**src/rtl/mscr_pkg.sv**
```systemverilog
package mscr_pkg;

  // Width of a raw sensor word and of each calibration reference.
  localparam int SMP_W = 10;

  // Width of the measure interval register and of the tick counter.
  localparam int TPM_W = 16;
  localparam int TICK_W = 17;

  // Width of the signed moisture percentage.
  localparam int PCT_W = 18;

  // Shared divider widths: the dividend holds 100 times a sample difference
  // or a calibration sum, and the divisor holds a reference difference or
  // the number of calibration reads.
  localparam int DVD_W = 17;
  localparam int DVS_W = 10;

  // Default number of reads averaged into one reference.
  localparam int CAL_SAMPLES_DEF = 30;

  // Reset values of the tick counter, interval and references.
  localparam logic [TICK_W-1:0] TICK_RESET = TICK_W'(10000);
  localparam logic [TPM_W-1:0] TPM_RESET = TPM_W'(1);
  localparam logic [SMP_W-1:0] WET_RESET = SMP_W'(353);
  localparam logic [SMP_W-1:0] DRY_RESET = SMP_W'(1022);

  // Input command codes.
  typedef enum logic [1:0] {
    CMD_TICK  = 2'd0,
    CMD_WET   = 2'd1,
    CMD_DRY   = 2'd2,
    CMD_RESET = 2'd3
  } cmd_t;

  // Sequencer states.
  typedef enum logic [2:0] {
    ST_IDLE,
    ST_AVG,
    ST_PREP,
    ST_PCT,
    ST_DONE
  } state_t;

endpackage

```
**src/rtl/mscr_if.sv**
```systemverilog
// Input channel: one command word per item.
interface mscr_in_if;
  logic                           valid;
  logic                           ready;
  mscr_pkg::cmd_t                 command;
  logic [mscr_pkg::SMP_W-1:0]     sample;

  modport source (output valid, output command, output sample, input ready);
  modport sink (input valid, input command, input sample, output ready);
endinterface

// Result channel: one result word per item.
interface mscr_out_if;
  logic                           valid;
  logic                           ready;
  logic                           measured;
  logic [mscr_pkg::SMP_W-1:0]     last_sample;
  logic signed [mscr_pkg::PCT_W-1:0] percent;
  logic                           percent_valid;
  logic                           calib_done;
  logic [mscr_pkg::SMP_W-1:0]     wet_level;
  logic [mscr_pkg::SMP_W-1:0]     dry_level;

  modport source (output valid, output measured, output last_sample, output percent,
                  output percent_valid, output calib_done, output wet_level,
                  output dry_level, input ready);
  modport sink (input valid, input measured, input last_sample, input percent,
                input percent_valid, input calib_done, input wet_level,
                input dry_level, output ready);
endinterface

// Configuration channel: writes the measure interval.
interface mscr_cfg_if;
  logic                           valid;
  logic                           ready;
  logic [mscr_pkg::TPM_W-1:0]     ticks_per_measure;

  modport source (output valid, output ticks_per_measure, input ready);
  modport sink (input valid, input ticks_per_measure, output ready);
endinterface

```
**src/rtl/mscr_div.sv**
```systemverilog
module mscr_div #(
  parameter int DVD_W = mscr_pkg::DVD_W,
  parameter int DVS_W = mscr_pkg::DVS_W
) (
  input  logic             clk,
  input  logic             rst_n,
  input  logic             start,
  input  logic [DVD_W-1:0] dividend,
  input  logic [DVS_W-1:0] divisor,
  output logic             busy,
  output logic             done,
  output logic [DVD_W-1:0] quotient
);
  import mscr_pkg::*;

  localparam int CNT_W = $clog2(DVD_W + 1);

  logic [DVD_W-1:0] quo_r, quo_nxt;
  logic [DVS_W-1:0] rem_r, rem_nxt;
  logic [DVS_W-1:0] dvs_r, dvs_nxt;
  logic [CNT_W-1:0] cnt_r, cnt_nxt;
  logic             done_r, done_nxt;
  logic [DVS_W:0]   rem_sh;
  logic [DVS_W+1:0] diff;
  logic             fits;

  // One restoring step: bring down the next dividend bit and try a subtract.
  assign rem_sh = {rem_r, quo_r[DVD_W-1]};
  assign diff   = {1'b0, rem_sh} - {2'b00, dvs_r};
  assign fits   = ~diff[DVS_W+1];

  always_comb begin
    quo_nxt  = quo_r;
    rem_nxt  = rem_r;
    dvs_nxt  = dvs_r;
    cnt_nxt  = cnt_r;
    done_nxt = 1'b0;
    if (start) begin
      quo_nxt = dividend;
      rem_nxt = '0;
      dvs_nxt = divisor;
      cnt_nxt = CNT_W'(DVD_W);
    end else if (cnt_r != '0) begin
      quo_nxt  = {quo_r[DVD_W-2:0], fits};
      rem_nxt  = fits ? diff[DVS_W-1:0] : rem_sh[DVS_W-1:0];
      cnt_nxt  = cnt_r - CNT_W'(1);
      done_nxt = (cnt_r == CNT_W'(1));
    end
  end

  // Step counter and done flag are control; the operands need no reset.
  always_ff @(posedge clk) begin
    if (!rst_n) begin
      cnt_r  <= '0;
      done_r <= 1'b0;
    end else begin
      cnt_r  <= cnt_nxt;
      done_r <= done_nxt;
    end
  end

  always_ff @(posedge clk) begin
    quo_r <= quo_nxt;
    rem_r <= rem_nxt;
    dvs_r <= dvs_nxt;
  end

  assign busy     = (cnt_r != '0);
  assign done     = done_r;
  assign quotient = quo_r;

endmodule

```
**src/rtl/moisture_sensor_calibrated_reader.sv**
```systemverilog
// Channel  | Dir | Payload                                              | Accepted when
// in_ch    | in  | command, sample                                      | valid && ready
// out_ch   | out | measured, last_sample, percent, percent_valid,      | valid && ready
//          |     | calib_done, wet_level, dry_level                     |
// cfg_ch   | in  | ticks_per_measure                                    | valid && ready
//
// An accepted item passes through ST_PREP, which sets up the percentage, and
// ST_PCT, in which the shared restoring divider produces 17 quotient bits at
// one per cycle and then raises done; ST_DONE then loads the output register.
// The next item is not taken until the sequencer is back in ST_IDLE.
// A calibration read that completes the averaging buffer first runs the
// divider for the average in ST_AVG.
// Equal references skip the percentage division.
// Reset (rst_n low at a clock edge) restores the interval and references.
// in_ch.ready is high only while the sequencer is idle; a finished result
// waits until the output register is free, and the next item is then taken.
module moisture_sensor_calibrated_reader #(
  parameter int CAL_SAMPLES = mscr_pkg::CAL_SAMPLES_DEF
) (
  input  logic        clk,
  input  logic        rst_n,
  mscr_in_if.sink     in_ch,
  mscr_out_if.source  out_ch,
  mscr_cfg_if.sink    cfg_ch
);
  import mscr_pkg::*;

  localparam int CNT_W = $clog2(CAL_SAMPLES + 1);
  localparam int SUM_W = SMP_W + CNT_W;

  state_t state_r, state_nxt;

  logic [TPM_W-1:0]  tpm_r, tpm_nxt;
  logic [TICK_W-1:0] tick_r, tick_nxt;
  logic [SMP_W-1:0]  latched_r, latched_nxt;
  logic [SMP_W-1:0]  wet_r, wet_nxt;
  logic [SMP_W-1:0]  dry_r, dry_nxt;
  logic [SUM_W-1:0]  sum_r, sum_nxt;
  logic [CNT_W-1:0]  ccnt_r, ccnt_nxt;
  logic              to_dry_r, to_dry_nxt;
  logic              meas_r, meas_nxt;
  logic              cdone_r, cdone_nxt;
  logic              neg_r, neg_nxt;
  logic              pvalid_r, pvalid_nxt;
  logic signed [PCT_W-1:0] pct_r, pct_nxt;

  logic              out_valid_r, out_valid_nxt;
  logic              out_meas_r, out_cdone_r, out_pvalid_r;
  logic [SMP_W-1:0]  out_last_r, out_wet_r, out_dry_r;
  logic signed [PCT_W-1:0] out_pct_r;

  logic              in_fire;
  logic              out_load;
  logic [TICK_W-1:0] tick_inc;
  logic              tick_hit;
  logic [SUM_W-1:0]  sum_inc;
  logic [CNT_W-1:0]  ccnt_inc;
  logic              cal_full;
  logic              cal_cmd;
  logic              cal_fill;
  logic              den_neg;
  logic [SMP_W-1:0]  den_mag;
  logic              num_neg;
  logic [SMP_W-1:0]  diff_mag;
  logic [DVD_W-1:0]  diff_ext;
  logic [DVD_W-1:0]  num_mag;

  logic              div_start;
  logic [DVD_W-1:0]  div_dvd;
  logic [DVS_W-1:0]  div_dvs;
  logic              div_busy;
  logic              div_done;
  logic [DVD_W-1:0]  div_quo;

  assign in_fire = in_ch.valid && in_ch.ready;
  assign cfg_ch.ready = 1'b1;

  // Tick counter update and sample-due compare.
  assign tick_inc = tick_r + TICK_W'(1);
  assign tick_hit = (tick_inc >= {1'b0, tpm_r});

  // Calibration buffer bookkeeping.
  assign sum_inc  = sum_r + {{CNT_W{1'b0}}, latched_r};
  assign ccnt_inc = ccnt_r + CNT_W'(1);
  assign cal_full = (ccnt_r >= CNT_W'(CAL_SAMPLES));
  assign cal_cmd  = (in_ch.command == CMD_WET) || (in_ch.command == CMD_DRY);
  assign cal_fill = cal_cmd && !cal_full && (ccnt_inc == CNT_W'(CAL_SAMPLES));

  // Signed operands of the percentage, split into sign and magnitude.
  assign den_neg  = (dry_r < wet_r);
  assign den_mag  = den_neg ? (wet_r - dry_r) : (dry_r - wet_r);
  assign num_neg  = (dry_r < latched_r);
  assign diff_mag = num_neg ? (latched_r - dry_r) : (dry_r - latched_r);
  assign diff_ext = DVD_W'(diff_mag);
  // Times 100 as 64 + 32 + 4.
  assign num_mag  = (diff_ext << 6) + (diff_ext << 5) + (diff_ext << 2);

  // Shared divider for both the calibration average and the percentage.
  mscr_div #(
    .DVD_W (DVD_W),
    .DVS_W (DVS_W)
  ) u_div (
    .clk      (clk),
    .rst_n    (rst_n),
    .start    (div_start),
    .dividend (div_dvd),
    .divisor  (div_dvs),
    .busy     (div_busy),
    .done     (div_done),
    .quotient (div_quo)
  );

  // Sequencer next state.
  always_comb begin
    state_nxt = state_r;
    unique case (state_r)
      ST_IDLE: begin
        if (in_fire) begin
          state_nxt = cal_fill ? ST_AVG : ST_PREP;
        end
      end
      ST_AVG: begin
        if (div_done) begin
          state_nxt = ST_PREP;
        end
      end
      ST_PREP: begin
        state_nxt = (den_mag != '0) ? ST_PCT : ST_DONE;
      end
      ST_PCT: begin
        if (div_done) begin
          state_nxt = ST_DONE;
        end
      end
      ST_DONE: begin
        if (!out_valid_r || out_ch.ready) begin
          state_nxt = ST_IDLE;
        end
      end
      default: state_nxt = ST_IDLE;
    endcase
  end

  // Sequencer outputs: handshake, divider control and result load.
  always_comb begin
    in_ch.ready = 1'b0;
    div_start   = 1'b0;
    div_dvd     = num_mag;
    div_dvs     = den_mag;
    out_load    = 1'b0;
    unique case (state_r)
      ST_IDLE: begin
        in_ch.ready = 1'b1;
        div_dvd     = DVD_W'(sum_inc);
        div_dvs     = DVS_W'(CAL_SAMPLES);
        div_start   = in_fire && cal_fill;
      end
      ST_PREP: begin
        div_start = (den_mag != '0);
      end
      ST_DONE: begin
        out_load = !out_valid_r || out_ch.ready;
      end
      default: begin
      end
    endcase
  end

  // Block state updates.
  always_comb begin
    tpm_nxt     = tpm_r;
    tick_nxt    = tick_r;
    latched_nxt = latched_r;
    wet_nxt     = wet_r;
    dry_nxt     = dry_r;
    sum_nxt     = sum_r;
    ccnt_nxt    = ccnt_r;
    to_dry_nxt  = to_dry_r;
    meas_nxt    = meas_r;
    cdone_nxt   = cdone_r;
    neg_nxt     = neg_r;
    pvalid_nxt  = pvalid_r;
    pct_nxt     = pct_r;

    if (cfg_ch.valid && cfg_ch.ready) begin
      tpm_nxt = cfg_ch.ticks_per_measure;
    end

    if (in_fire) begin
      meas_nxt   = 1'b0;
      cdone_nxt  = 1'b0;
      to_dry_nxt = (in_ch.command == CMD_DRY);
      unique case (in_ch.command) inside
        CMD_TICK: begin
          if (tick_hit) begin
            tick_nxt    = '0;
            latched_nxt = in_ch.sample;
            meas_nxt    = 1'b1;
          end else begin
            tick_nxt = tick_inc;
          end
        end
        CMD_WET, CMD_DRY: begin
          if (!cal_full) begin
            sum_nxt  = sum_inc;
            ccnt_nxt = ccnt_inc;
          end
        end
        CMD_RESET: begin
          sum_nxt  = '0;
          ccnt_nxt = '0;
        end
        default: begin
        end
      endcase
    end

    // The average replaces the reference that the read was aimed at.
    if (state_r == ST_AVG && div_done) begin
      cdone_nxt = 1'b1;
      if (to_dry_r) begin
        dry_nxt = div_quo[SMP_W-1:0];
      end else begin
        wet_nxt = div_quo[SMP_W-1:0];
      end
    end

    // Equal references give a zero, invalid percentage.
    if (state_r == ST_PREP) begin
      pct_nxt    = '0;
      pvalid_nxt = (den_mag != '0);
      neg_nxt    = num_neg ^ den_neg;
    end

    // Truncation toward zero: divide magnitudes, then apply the sign.
    if (state_r == ST_PCT && div_done) begin
      pct_nxt = neg_r ? -$signed({1'b0, div_quo}) : $signed({1'b0, div_quo});
    end
  end

  // Output register keeps the result until the sink takes it.
  always_comb begin
    out_valid_nxt = out_valid_r;
    if (out_load) begin
      out_valid_nxt = 1'b1;
    end else if (out_ch.ready) begin
      out_valid_nxt = 1'b0;
    end
  end

  // Control state and calibration registers.
  always_ff @(posedge clk) begin
    if (!rst_n) begin
      state_r     <= ST_IDLE;
      tpm_r       <= TPM_RESET;
      tick_r      <= TICK_RESET;
      latched_r   <= '0;
      wet_r       <= WET_RESET;
      dry_r       <= DRY_RESET;
      sum_r       <= '0;
      ccnt_r      <= '0;
      out_valid_r <= 1'b0;
    end else begin
      state_r     <= state_nxt;
      tpm_r       <= tpm_nxt;
      tick_r      <= tick_nxt;
      latched_r   <= latched_nxt;
      wet_r       <= wet_nxt;
      dry_r       <= dry_nxt;
      sum_r       <= sum_nxt;
      ccnt_r      <= ccnt_nxt;
      out_valid_r <= out_valid_nxt;
    end
  end

  // Per-item working registers.
  always_ff @(posedge clk) begin
    to_dry_r <= to_dry_nxt;
    meas_r   <= meas_nxt;
    cdone_r  <= cdone_nxt;
    neg_r    <= neg_nxt;
    pvalid_r <= pvalid_nxt;
    pct_r    <= pct_nxt;
  end

  // Result word register.
  always_ff @(posedge clk) begin
    if (out_load) begin
      out_meas_r   <= meas_r;
      out_last_r   <= latched_r;
      out_pct_r    <= pct_r;
      out_pvalid_r <= pvalid_r;
      out_cdone_r  <= cdone_r;
      out_wet_r    <= wet_r;
      out_dry_r    <= dry_r;
    end
  end

  assign out_ch.valid         = out_valid_r;
  assign out_ch.measured      = out_meas_r;
  assign out_ch.last_sample   = out_last_r;
  assign out_ch.percent       = out_pct_r;
  assign out_ch.percent_valid = out_pvalid_r;
  assign out_ch.calib_done    = out_cdone_r;
  assign out_ch.wet_level     = out_wet_r;
  assign out_ch.dry_level     = out_dry_r;

  // An accepted word always starts the sequencer.
  a_accept_leaves_idle: assert property (@(posedge clk) disable iff (!rst_n)
    in_fire |=> state_r != ST_IDLE)
    else $error("sequencer stayed idle after accepting a word");

  // The divider is never restarted while it is still working.
  a_div_no_overlap: assert property (@(posedge clk) disable iff (!rst_n)
    div_start |-> !div_busy)
    else $error("divider started while busy");

  // The calibration count never passes the buffer size.
  a_cal_count_bound: assert property (@(posedge clk) disable iff (!rst_n)
    ccnt_r <= CNT_W'(CAL_SAMPLES))
    else $error("calibration count overran the buffer");

  // An invalid percentage is reported as zero.
  a_invalid_pct_zero: assert property (@(posedge clk) disable iff (!rst_n)
    out_ch.valid && !out_ch.percent_valid |-> out_ch.percent == '0)
    else $error("invalid percentage is not zero");

endmodule

```
**src/flat_wrapper.sv**
```systemverilog
// flat-port wrapper written by rule: the top's interface ports become plain ports
module moisture_sensor_calibrated_reader_flat import mscr_pkg::*;
#(
  parameter int CAL_SAMPLES = mscr_pkg::CAL_SAMPLES_DEF
)
  (clk, rst_n, in_ch_valid, in_ch_command, in_ch_sample, in_ch_ready, out_ch_valid, out_ch_measured, out_ch_last_sample, out_ch_percent, out_ch_percent_valid, out_ch_calib_done, out_ch_wet_level, out_ch_dry_level, out_ch_ready, cfg_ch_valid, cfg_ch_ticks_per_measure, cfg_ch_ready);
  mscr_in_if in_ch_i ();
  mscr_out_if out_ch_i ();
  mscr_cfg_if cfg_ch_i ();
  input  logic clk;
  input  logic rst_n;
  input wire logic [$bits(in_ch_i.valid)-1:0] in_ch_valid;
  input wire logic [$bits(in_ch_i.command)-1:0] in_ch_command;
  input wire logic [$bits(in_ch_i.sample)-1:0] in_ch_sample;
  output wire logic [$bits(in_ch_i.ready)-1:0] in_ch_ready;
  output wire logic [$bits(out_ch_i.valid)-1:0] out_ch_valid;
  output wire logic [$bits(out_ch_i.measured)-1:0] out_ch_measured;
  output wire logic [$bits(out_ch_i.last_sample)-1:0] out_ch_last_sample;
  output wire logic [$bits(out_ch_i.percent)-1:0] out_ch_percent;
  output wire logic [$bits(out_ch_i.percent_valid)-1:0] out_ch_percent_valid;
  output wire logic [$bits(out_ch_i.calib_done)-1:0] out_ch_calib_done;
  output wire logic [$bits(out_ch_i.wet_level)-1:0] out_ch_wet_level;
  output wire logic [$bits(out_ch_i.dry_level)-1:0] out_ch_dry_level;
  input wire logic [$bits(out_ch_i.ready)-1:0] out_ch_ready;
  input wire logic [$bits(cfg_ch_i.valid)-1:0] cfg_ch_valid;
  input wire logic [$bits(cfg_ch_i.ticks_per_measure)-1:0] cfg_ch_ticks_per_measure;
  output wire logic [$bits(cfg_ch_i.ready)-1:0] cfg_ch_ready;
  assign in_ch_i.valid = in_ch_valid;
  assign in_ch_i.command = in_ch_command;
  assign in_ch_i.sample = in_ch_sample;
  assign in_ch_ready = in_ch_i.ready;
  assign out_ch_valid = out_ch_i.valid;
  assign out_ch_measured = out_ch_i.measured;
  assign out_ch_last_sample = out_ch_i.last_sample;
  assign out_ch_percent = out_ch_i.percent;
  assign out_ch_percent_valid = out_ch_i.percent_valid;
  assign out_ch_calib_done = out_ch_i.calib_done;
  assign out_ch_wet_level = out_ch_i.wet_level;
  assign out_ch_dry_level = out_ch_i.dry_level;
  assign out_ch_i.ready = out_ch_ready;
  assign cfg_ch_i.valid = cfg_ch_valid;
  assign cfg_ch_i.ticks_per_measure = cfg_ch_ticks_per_measure;
  assign cfg_ch_ready = cfg_ch_i.ready;
  moisture_sensor_calibrated_reader #(.CAL_SAMPLES(CAL_SAMPLES)) u_core (.clk(clk), .rst_n(rst_n), .in_ch(in_ch_i), .out_ch(out_ch_i), .cfg_ch(cfg_ch_i));
endmodule
```
**config.mk**
```make
export PLATFORM = sky130hd
export DESIGN_NAME = moisture_sensor_calibrated_reader_flat
export DESIGN_NICKNAME = d
export VERILOG_FILES = /design/src/rtl/mscr_pkg.sv /design/src/rtl/mscr_if.sv /design/src/rtl/mscr_div.sv /design/src/rtl/moisture_sensor_calibrated_reader.sv /design/src/flat_wrapper.sv
export SDC_FILE = /design/constraint.sdc
export NUM_CORES = 1
export LEC_CHECK = 0
export ABC_AREA = 1
export BUFFER_PORTS_ARGS = -buffer_cell sky130_fd_sc_hd__buf_2
export CAP_MARGIN = 20
export CORE_ASPECT_RATIO = 1.2
export CORE_MARGIN = 2
export CORE_UTILIZATION = 35
export CTS_BUF_LIST = sky130_fd_sc_hd__clkbuf_4 sky130_fd_sc_hd__clkbuf_8
export DETAILED_ROUTE_END_ITERATION = 8
export PLACE_DENSITY_LB_ADDON = 0.3
export SYNTH_ARGS = -nofsm -noshare
export SYNTH_HDL_FRONTEND = slang
export SYNTH_HIERARCHICAL = 1
export SYNTH_SLANG_ARGS = --single-unit
```
**constraint.sdc**
```tcl
create_clock -name clk -period 7.6 [get_ports clk]
set_input_delay 0.38 -clock clk [delete_from_list [all_inputs] [get_ports clk]]
set_output_delay 0.38 -clock clk [all_outputs]
set_load 0.01 [all_outputs]
```
## Yosys cells after proc, flatten, opt, wreduce, memory -nomap -nowiden

Index checks and enable logic that the tools add are counted.
Widths: inputs -> output; s select.

- Register bits after elaboration: 204
- Bits of input ports: 33
- Output and inout port bits: 54
- Word-level logic and storage cells: 119

- $add $sub $neg: 12
- Magnitude comparators: 4
- Eq/ne operators: 14
- Muxes and demuxes: 29
- Bitwise gates (word level): 5
- Reductions and logical operators: 27

Operator list:

| cell | count |
|---|---|
| $mux 17 | 4 |
| $mux 18 | 3 |
| $sub 10x10->10 | 4 |
| $mux 10 | 3 |
| $pmux 15 s2 | 1 |
| $lt 10x10->1 | 2 |
| $neg 17->18 | 1 |
| $add 16x15->17 | 1 |
| $add 17x1->17 const B | 1 |
| $add 17x12->17 | 1 |
| $ge 17x16->1 | 1 |
| $add 15x10->15 | 1 |
| $mux 15 | 1 |
| $mux 3 | 5 |
| $mux 5 | 3 |
| $pmux 3 s5 | 1 |
| $sub 11x10->12 | 1 |
| $pmux 5 s2 | 1 |
| $reduce_bool 10->1 | 1 |
| $reduce_bool 2->1 | 4 |
| $eq 3x2->1 const B | 2 |
| $logic_and 1x1->1 | 6 |
| $ne 2x2->1 const B | 3 |
| $reduce_and 2->1 | 3 |
| other kinds (24) | 37 |

## Logic depth before layout (Yosys ltp)

- Depth after elaboration: 7
- Gate-level depth with buffers: 31
- Gate-level depth less buffers: 30

## By module

Netlist, hierarchy kept.

By module, submodules not included:

| module | instances | cells each | area an instance (um^2) | seq. area each (um^2) |
|---|---|---|---|---|
| moisture_sensor_calibrated_reader | 1 | 1,286 | 10,054.6 | 3,953.8 |
| mscr_div | 1 | 289 | 2,407.3 | 1,131.1 |

## Least setup slack after synthesis

OpenSTA, ideal clock, no wires.

- Path type: register to register
- Start: register u_core.state_r[2]
- End: register u_core.out_cdone_r (netlist: u_core/out_ch.calib_done), enable pin
- Library setup time: 0.586 ns
- Arrival: 5.359 ns
- Data required time: 7.014 ns
- Setup slack: 1.655 ns
- Cell stages (with the launch flop): 3
- Path buffers: 0
- Period minus slack after synthesis: 5.945 ns
- Cells stage by stage: dfxtp_1 inv_1 nor4_1

- Longest elaborated chain between the ends: 2

Ends and longest elaborated chain:

| what | line | source |
|---|---|---|
| from (decl) | moisture_sensor_calibrated_reader.sv:31 | `state_t state_r, state_nxt;` |
| from (signal assigned) | moisture_sensor_calibrated_reader.sv:264 | `state_r <= state_nxt;` |
| $eq 3x3->1 | moisture_sensor_calibrated_reader.sv:151 | `unique case (state_r)` |
| $mux 1 | moisture_sensor_calibrated_reader.sv:151 |  |
| via u_core.out_load | moisture_sensor_calibrated_reader.sv:53 | `logic out_load;` |
| to (signal assigned) | moisture_sensor_calibrated_reader.sv:293 | `out_cdone_r <= cdone_r;` |
| to (decl) | moisture_sensor_calibrated_reader.sv:48 | `logic out_meas_r, out_cdone_r, out_pvalid_r;` |

The timed path passes the listed nets, and every way through them passes these cells.
A chain may end at the register's enable or synchronous reset.

## Final worst setup path

- Start: register u_core.latched_r[6]
- End: register u_core.u_div.quo_r[14] (netlist: u_core/u_div/quotient[14]), data pin

- Longest elaborated chain between the ends: 6
- Elaborated cells on any way between the ends: 9
- Classes of those cells: add/sub: 5; order compare: 1; mux: 3

Ends and longest elaborated chain:

| what | line | source |
|---|---|---|
| from (decl) | moisture_sensor_calibrated_reader.sv:35 | `logic [SMP_W-1:0] latched_r, latched_nxt;` |
| from (signal assigned) | moisture_sensor_calibrated_reader.sv:267 | `latched_r <= latched_nxt;` |
| $sub 10x10->10 or $lt 10x10->1 (tied branches) | moisture_sensor_calibrated_reader.sv:93, moisture_sensor_calibrated_reader.sv:92 |  |
| $mux 10 | moisture_sensor_calibrated_reader.sv:93 | `assign diff_mag = num_neg ? (latched_r - dry_r) : (dry_r - latched_r);` |
| $add 16x15->17 | moisture_sensor_calibrated_reader.sv:96 | `assign num_mag = (diff_ext << 6) + (diff_ext << 5) + (diff_ext << 2);` |
| $add 17x12->17 | moisture_sensor_calibrated_reader.sv:96 |  |
| $mux 17 (*) | moisture_sensor_calibrated_reader.sv:151 |  |
| via u_core.div_dvd[14] | moisture_sensor_calibrated_reader.sv:69 | `logic [DVD_W-1:0] div_dvd;` |
| $mux 17 (*) | mscr_div.sv:38 | `if (start) begin` |
| via u_core.u_div.quo_nxt[14] | mscr_div.sv:18 | `logic [DVD_W-1:0] quo_r, quo_nxt;` |
| to (signal assigned) | mscr_div.sv:63 | `quo_r <= quo_nxt;` |
| to (decl) | mscr_div.sv:18 |  |

Mark *: on every way through the listed nets, which the timed path passes. The rest lies on a longest branch.

==> summary.txt <==
Flop and latch count out of synthesis: 204
Final worst-path cycle share: 63.50%
Hpwl dp: 25.33 mm
Maximum VDD drop: 0.1261 mV
Initial antenna violation count: 3
Final worst slack: 2.774 ns
Layout Nets: 1815
Initial Util: 35.60%
Skew-Pair Late Insertion Delay: 0.57 ns
H-tree levels: 2
MaxCap Viol Count: 0
CP required: 8.05 ns
Leakage: 6.480 nW
Clock-pin slew on the worst setup and hold paths: 0.06 ns
First-pass GRT wire length: 53.08 mm
Number of port buffers: 85
Final max-slew violation count: 0
Register area share after synthesis: 40.80%
GPL Wtd Cong: 0.9020
Max_slew headroom: 47.38%
Largest net degree at the start of global routing: 52
TritonRoute pass-1 iters: 5
Pwr Density: 300.3 mW/mm²
FP Rows: 75
Most common cell after layout, fill and taps aside: nand2_1
Crit start category: flop
Clock tree buffer depth: 3
Final antenna-violating net count: 0
Worst Max-Slew Pin Slew: 0.7893 ns
CP arrival: 5.27 ns
Setup WS pre-CTS: 2.745 ns
Worst Path Max Fanout: 15
Worst hold path type: in -> reg
DRT Wirelength: 33.35 mm
Number of distinct library cells after synthesis: 60
Die W: 176.3 µm
Commonest non-fill, non-tap cells in the layout: 392 x nand2_1, 230 x inv_1, 143 x a21oi_1, 104 x dfxtp_1, 101 x ha_1
Mapped Nets: 1719
# fillers: 3618
Gr usage total: 18.20%
Grt total ovfl: 0
Die Ht: 210.7 µm
CTS tree: yes
Root buffer cell: clkbuf_8
Placed insts: 2092
Die Area: 0.03714 mm²
Avg Cell Area, Syn: 7.912 µm²
Clk sinks: 204
Synth Flop Type: dfxtp_1
Drt drc: 0
Finish-stage setup viols: 0
DRT iter0 DRCs: 553
Final Hold Fails: 0
Syn-to-layout area delta: 13.40%
WS Path Type: reg -> reg
Final Critical Period: 4.826 ns
Gate Count Post-Synth: 1575
Total power: 4.244 mW
Critical Path End Type: flop
Num CTS Buffers: 39
Setup repair bufs after CTS: 0
I/O pin count: 87
Core area: 0.03500 mm²
Status: completed
Synth Cell Area: 0.01246 mm²
Number of flops mapped to enable cells by yosys: 100
FMAX: 0.2072 GHz
CTS resizes: 0
Setup TNS: 0 ns
Share of layout cells above drive strength 1: 13.34%
Non-Filler Instances: 2165
Routed via count: 10460
Cts hold-fix bufs: 0
Post-DR wirelength/cell: 15.40 µm
Via density per instance: 4.833
Number of global-route vias before repair: 10260
Setup Skew: 0.02464 ns
Synthesis warning total: 6
Fraction of registers with async set or reset after synthesis: 0%
RSZ-0062 raised after global routing: no
-- per-stage QoR --
| stage | hold WS (ns) | cell area [µm²] | utilization [%] |
|---|---|---|---|
| finish | 0.02773 | 14130 | 40.38 |
| global route | 0.04689 | 14130 | 40.37 |
| CTS | 0.001992 | 14130 | 40.37 |
| detailed placement | 0.4045 | 13340 | 38.10 |
| global placement | 0.4046 | 13340 | 38.10 |
| floorplan | 0.3986 | 12460 | - |
-- power breakdown --
part | switching (mW) | internal (mW)
clock | 0.510 | 0.595
combinational | 1.06 | 0.527
sequential | 0.155 | 1.40
-- kinds of logic (layout without fill, tap and decap cells) --
group                      after synthesis  count (layout)  share of synthesized area (%)
AOI/OAI and AO/OA                      282             282                          12.30
xor gates and xnor gates                47              47                          3.303
adders and majority gates              111             111                          11.75
buffers and inverters                  278             405                          8.775
DFF                                    204             204                          40.80
muxes                                    2               2                         0.1606
other                                    1               2                        0.03009
and+or+nand+nor                        650             650                          22.88
-- final timing paths --
path	start	end	slack, ns	cells after the start
max	u_core/latched_r[6]$_SDFFE_PN0P_	u_core/u_div/quotient[14]$_DFFE_PP_	2.77	22
min	cfg_ch_ticks_per_measure[0]	u_core/tpm_r[0]$_SDFFE_PN1P_	0.03	3
max reg2reg	u_core/latched_r[6]$_SDFFE_PN0P_	u_core/u_div/quotient[14]$_DFFE_PP_	2.77	22
min reg2reg	u_core/pvalid_r$_DFFE_PN_	u_core/out_ch.percent_valid$_DFFE_PP_	0.42	0
-- cells in the mapped netlist, types with 13 or more instances --
cell type  number  area, µm²
a21oi_1       143      715.7
clkbuf_1       23      86.33
dfxtp_1       104       2082
edfxtp_1      100       3003
ha_1          101       1264
inv_1         230      863.3
nand2_1       392       1471
nand2_2        15      93.84
nand3_1        73      365.4
nand4_1        21      131.4
nor2_1         92      345.3
nor3_1         13      65.06
o21ai_0        94      470.5
xnor2_1        15      131.4
xor2_1         32      280.3
-- metal layers --
metal / wire length (µm) / vias to the layer above / track usage (%)
met3: 1677 / 87 / 3.492
met4: 1514 / 2 / 8.692
met1: 13650 / 4778 / 20.69
met2: 16490 / 250 / 32.62
li1: - / 5347 / -
met5: 13 / - / 0
-- state kept, by name, indices dropped and copies added, names as in the netlist, 15 cells and up --
signal,cells
u_core/out_ch.percent,18
u_core/pct_r,18
u_core/tpm_r,16
u_core/tick_r,17
u_core/u_div/quotient,17
u_core/sum_r,15
-- final cells by class --
cell class / count / area, µm² / share of cell area [%]
clock inverter: 15 / 103.9 / 0.7348
timing repair buffer: 92 / 478.0 / 3.382
multi-input combinational: 1093 / 6290 / 44.51
inverter: 241 / 904.6 / 6.401
tap: 462 / 578.1 / 4.090
clock buffer: 57 / 690.7 / 4.887
antenna: 1 / 2.502 / 0.01771
sequential: 204 / 5085 / 35.98
-- worst max-delay path, stage by stage (launching register included) --
cell and delay [ns]:
dfxtp_1 0.38, inv_1 0.08, ha_1 0.44, nand2_1 0.13
nor3_1 0.23, o21ai_1 0.13, nand3_2 0.28, mux2i_1 0.32
xor2_1 0.33, inv_1 0.08, ha_1 0.31, inv_1 0.06
fa_1 0.44, nand3b_1 0.17, and2_1 0.18, o21ai_0 0.21
inv_1 0.08, o21ai_0 0.17, inv_1 0.09, or2_2 0.28
a31oi_1 0.16, nand2_1 0.07, nand2_1 0.07
Note: power is estimated with default switching activity, not from simulation.
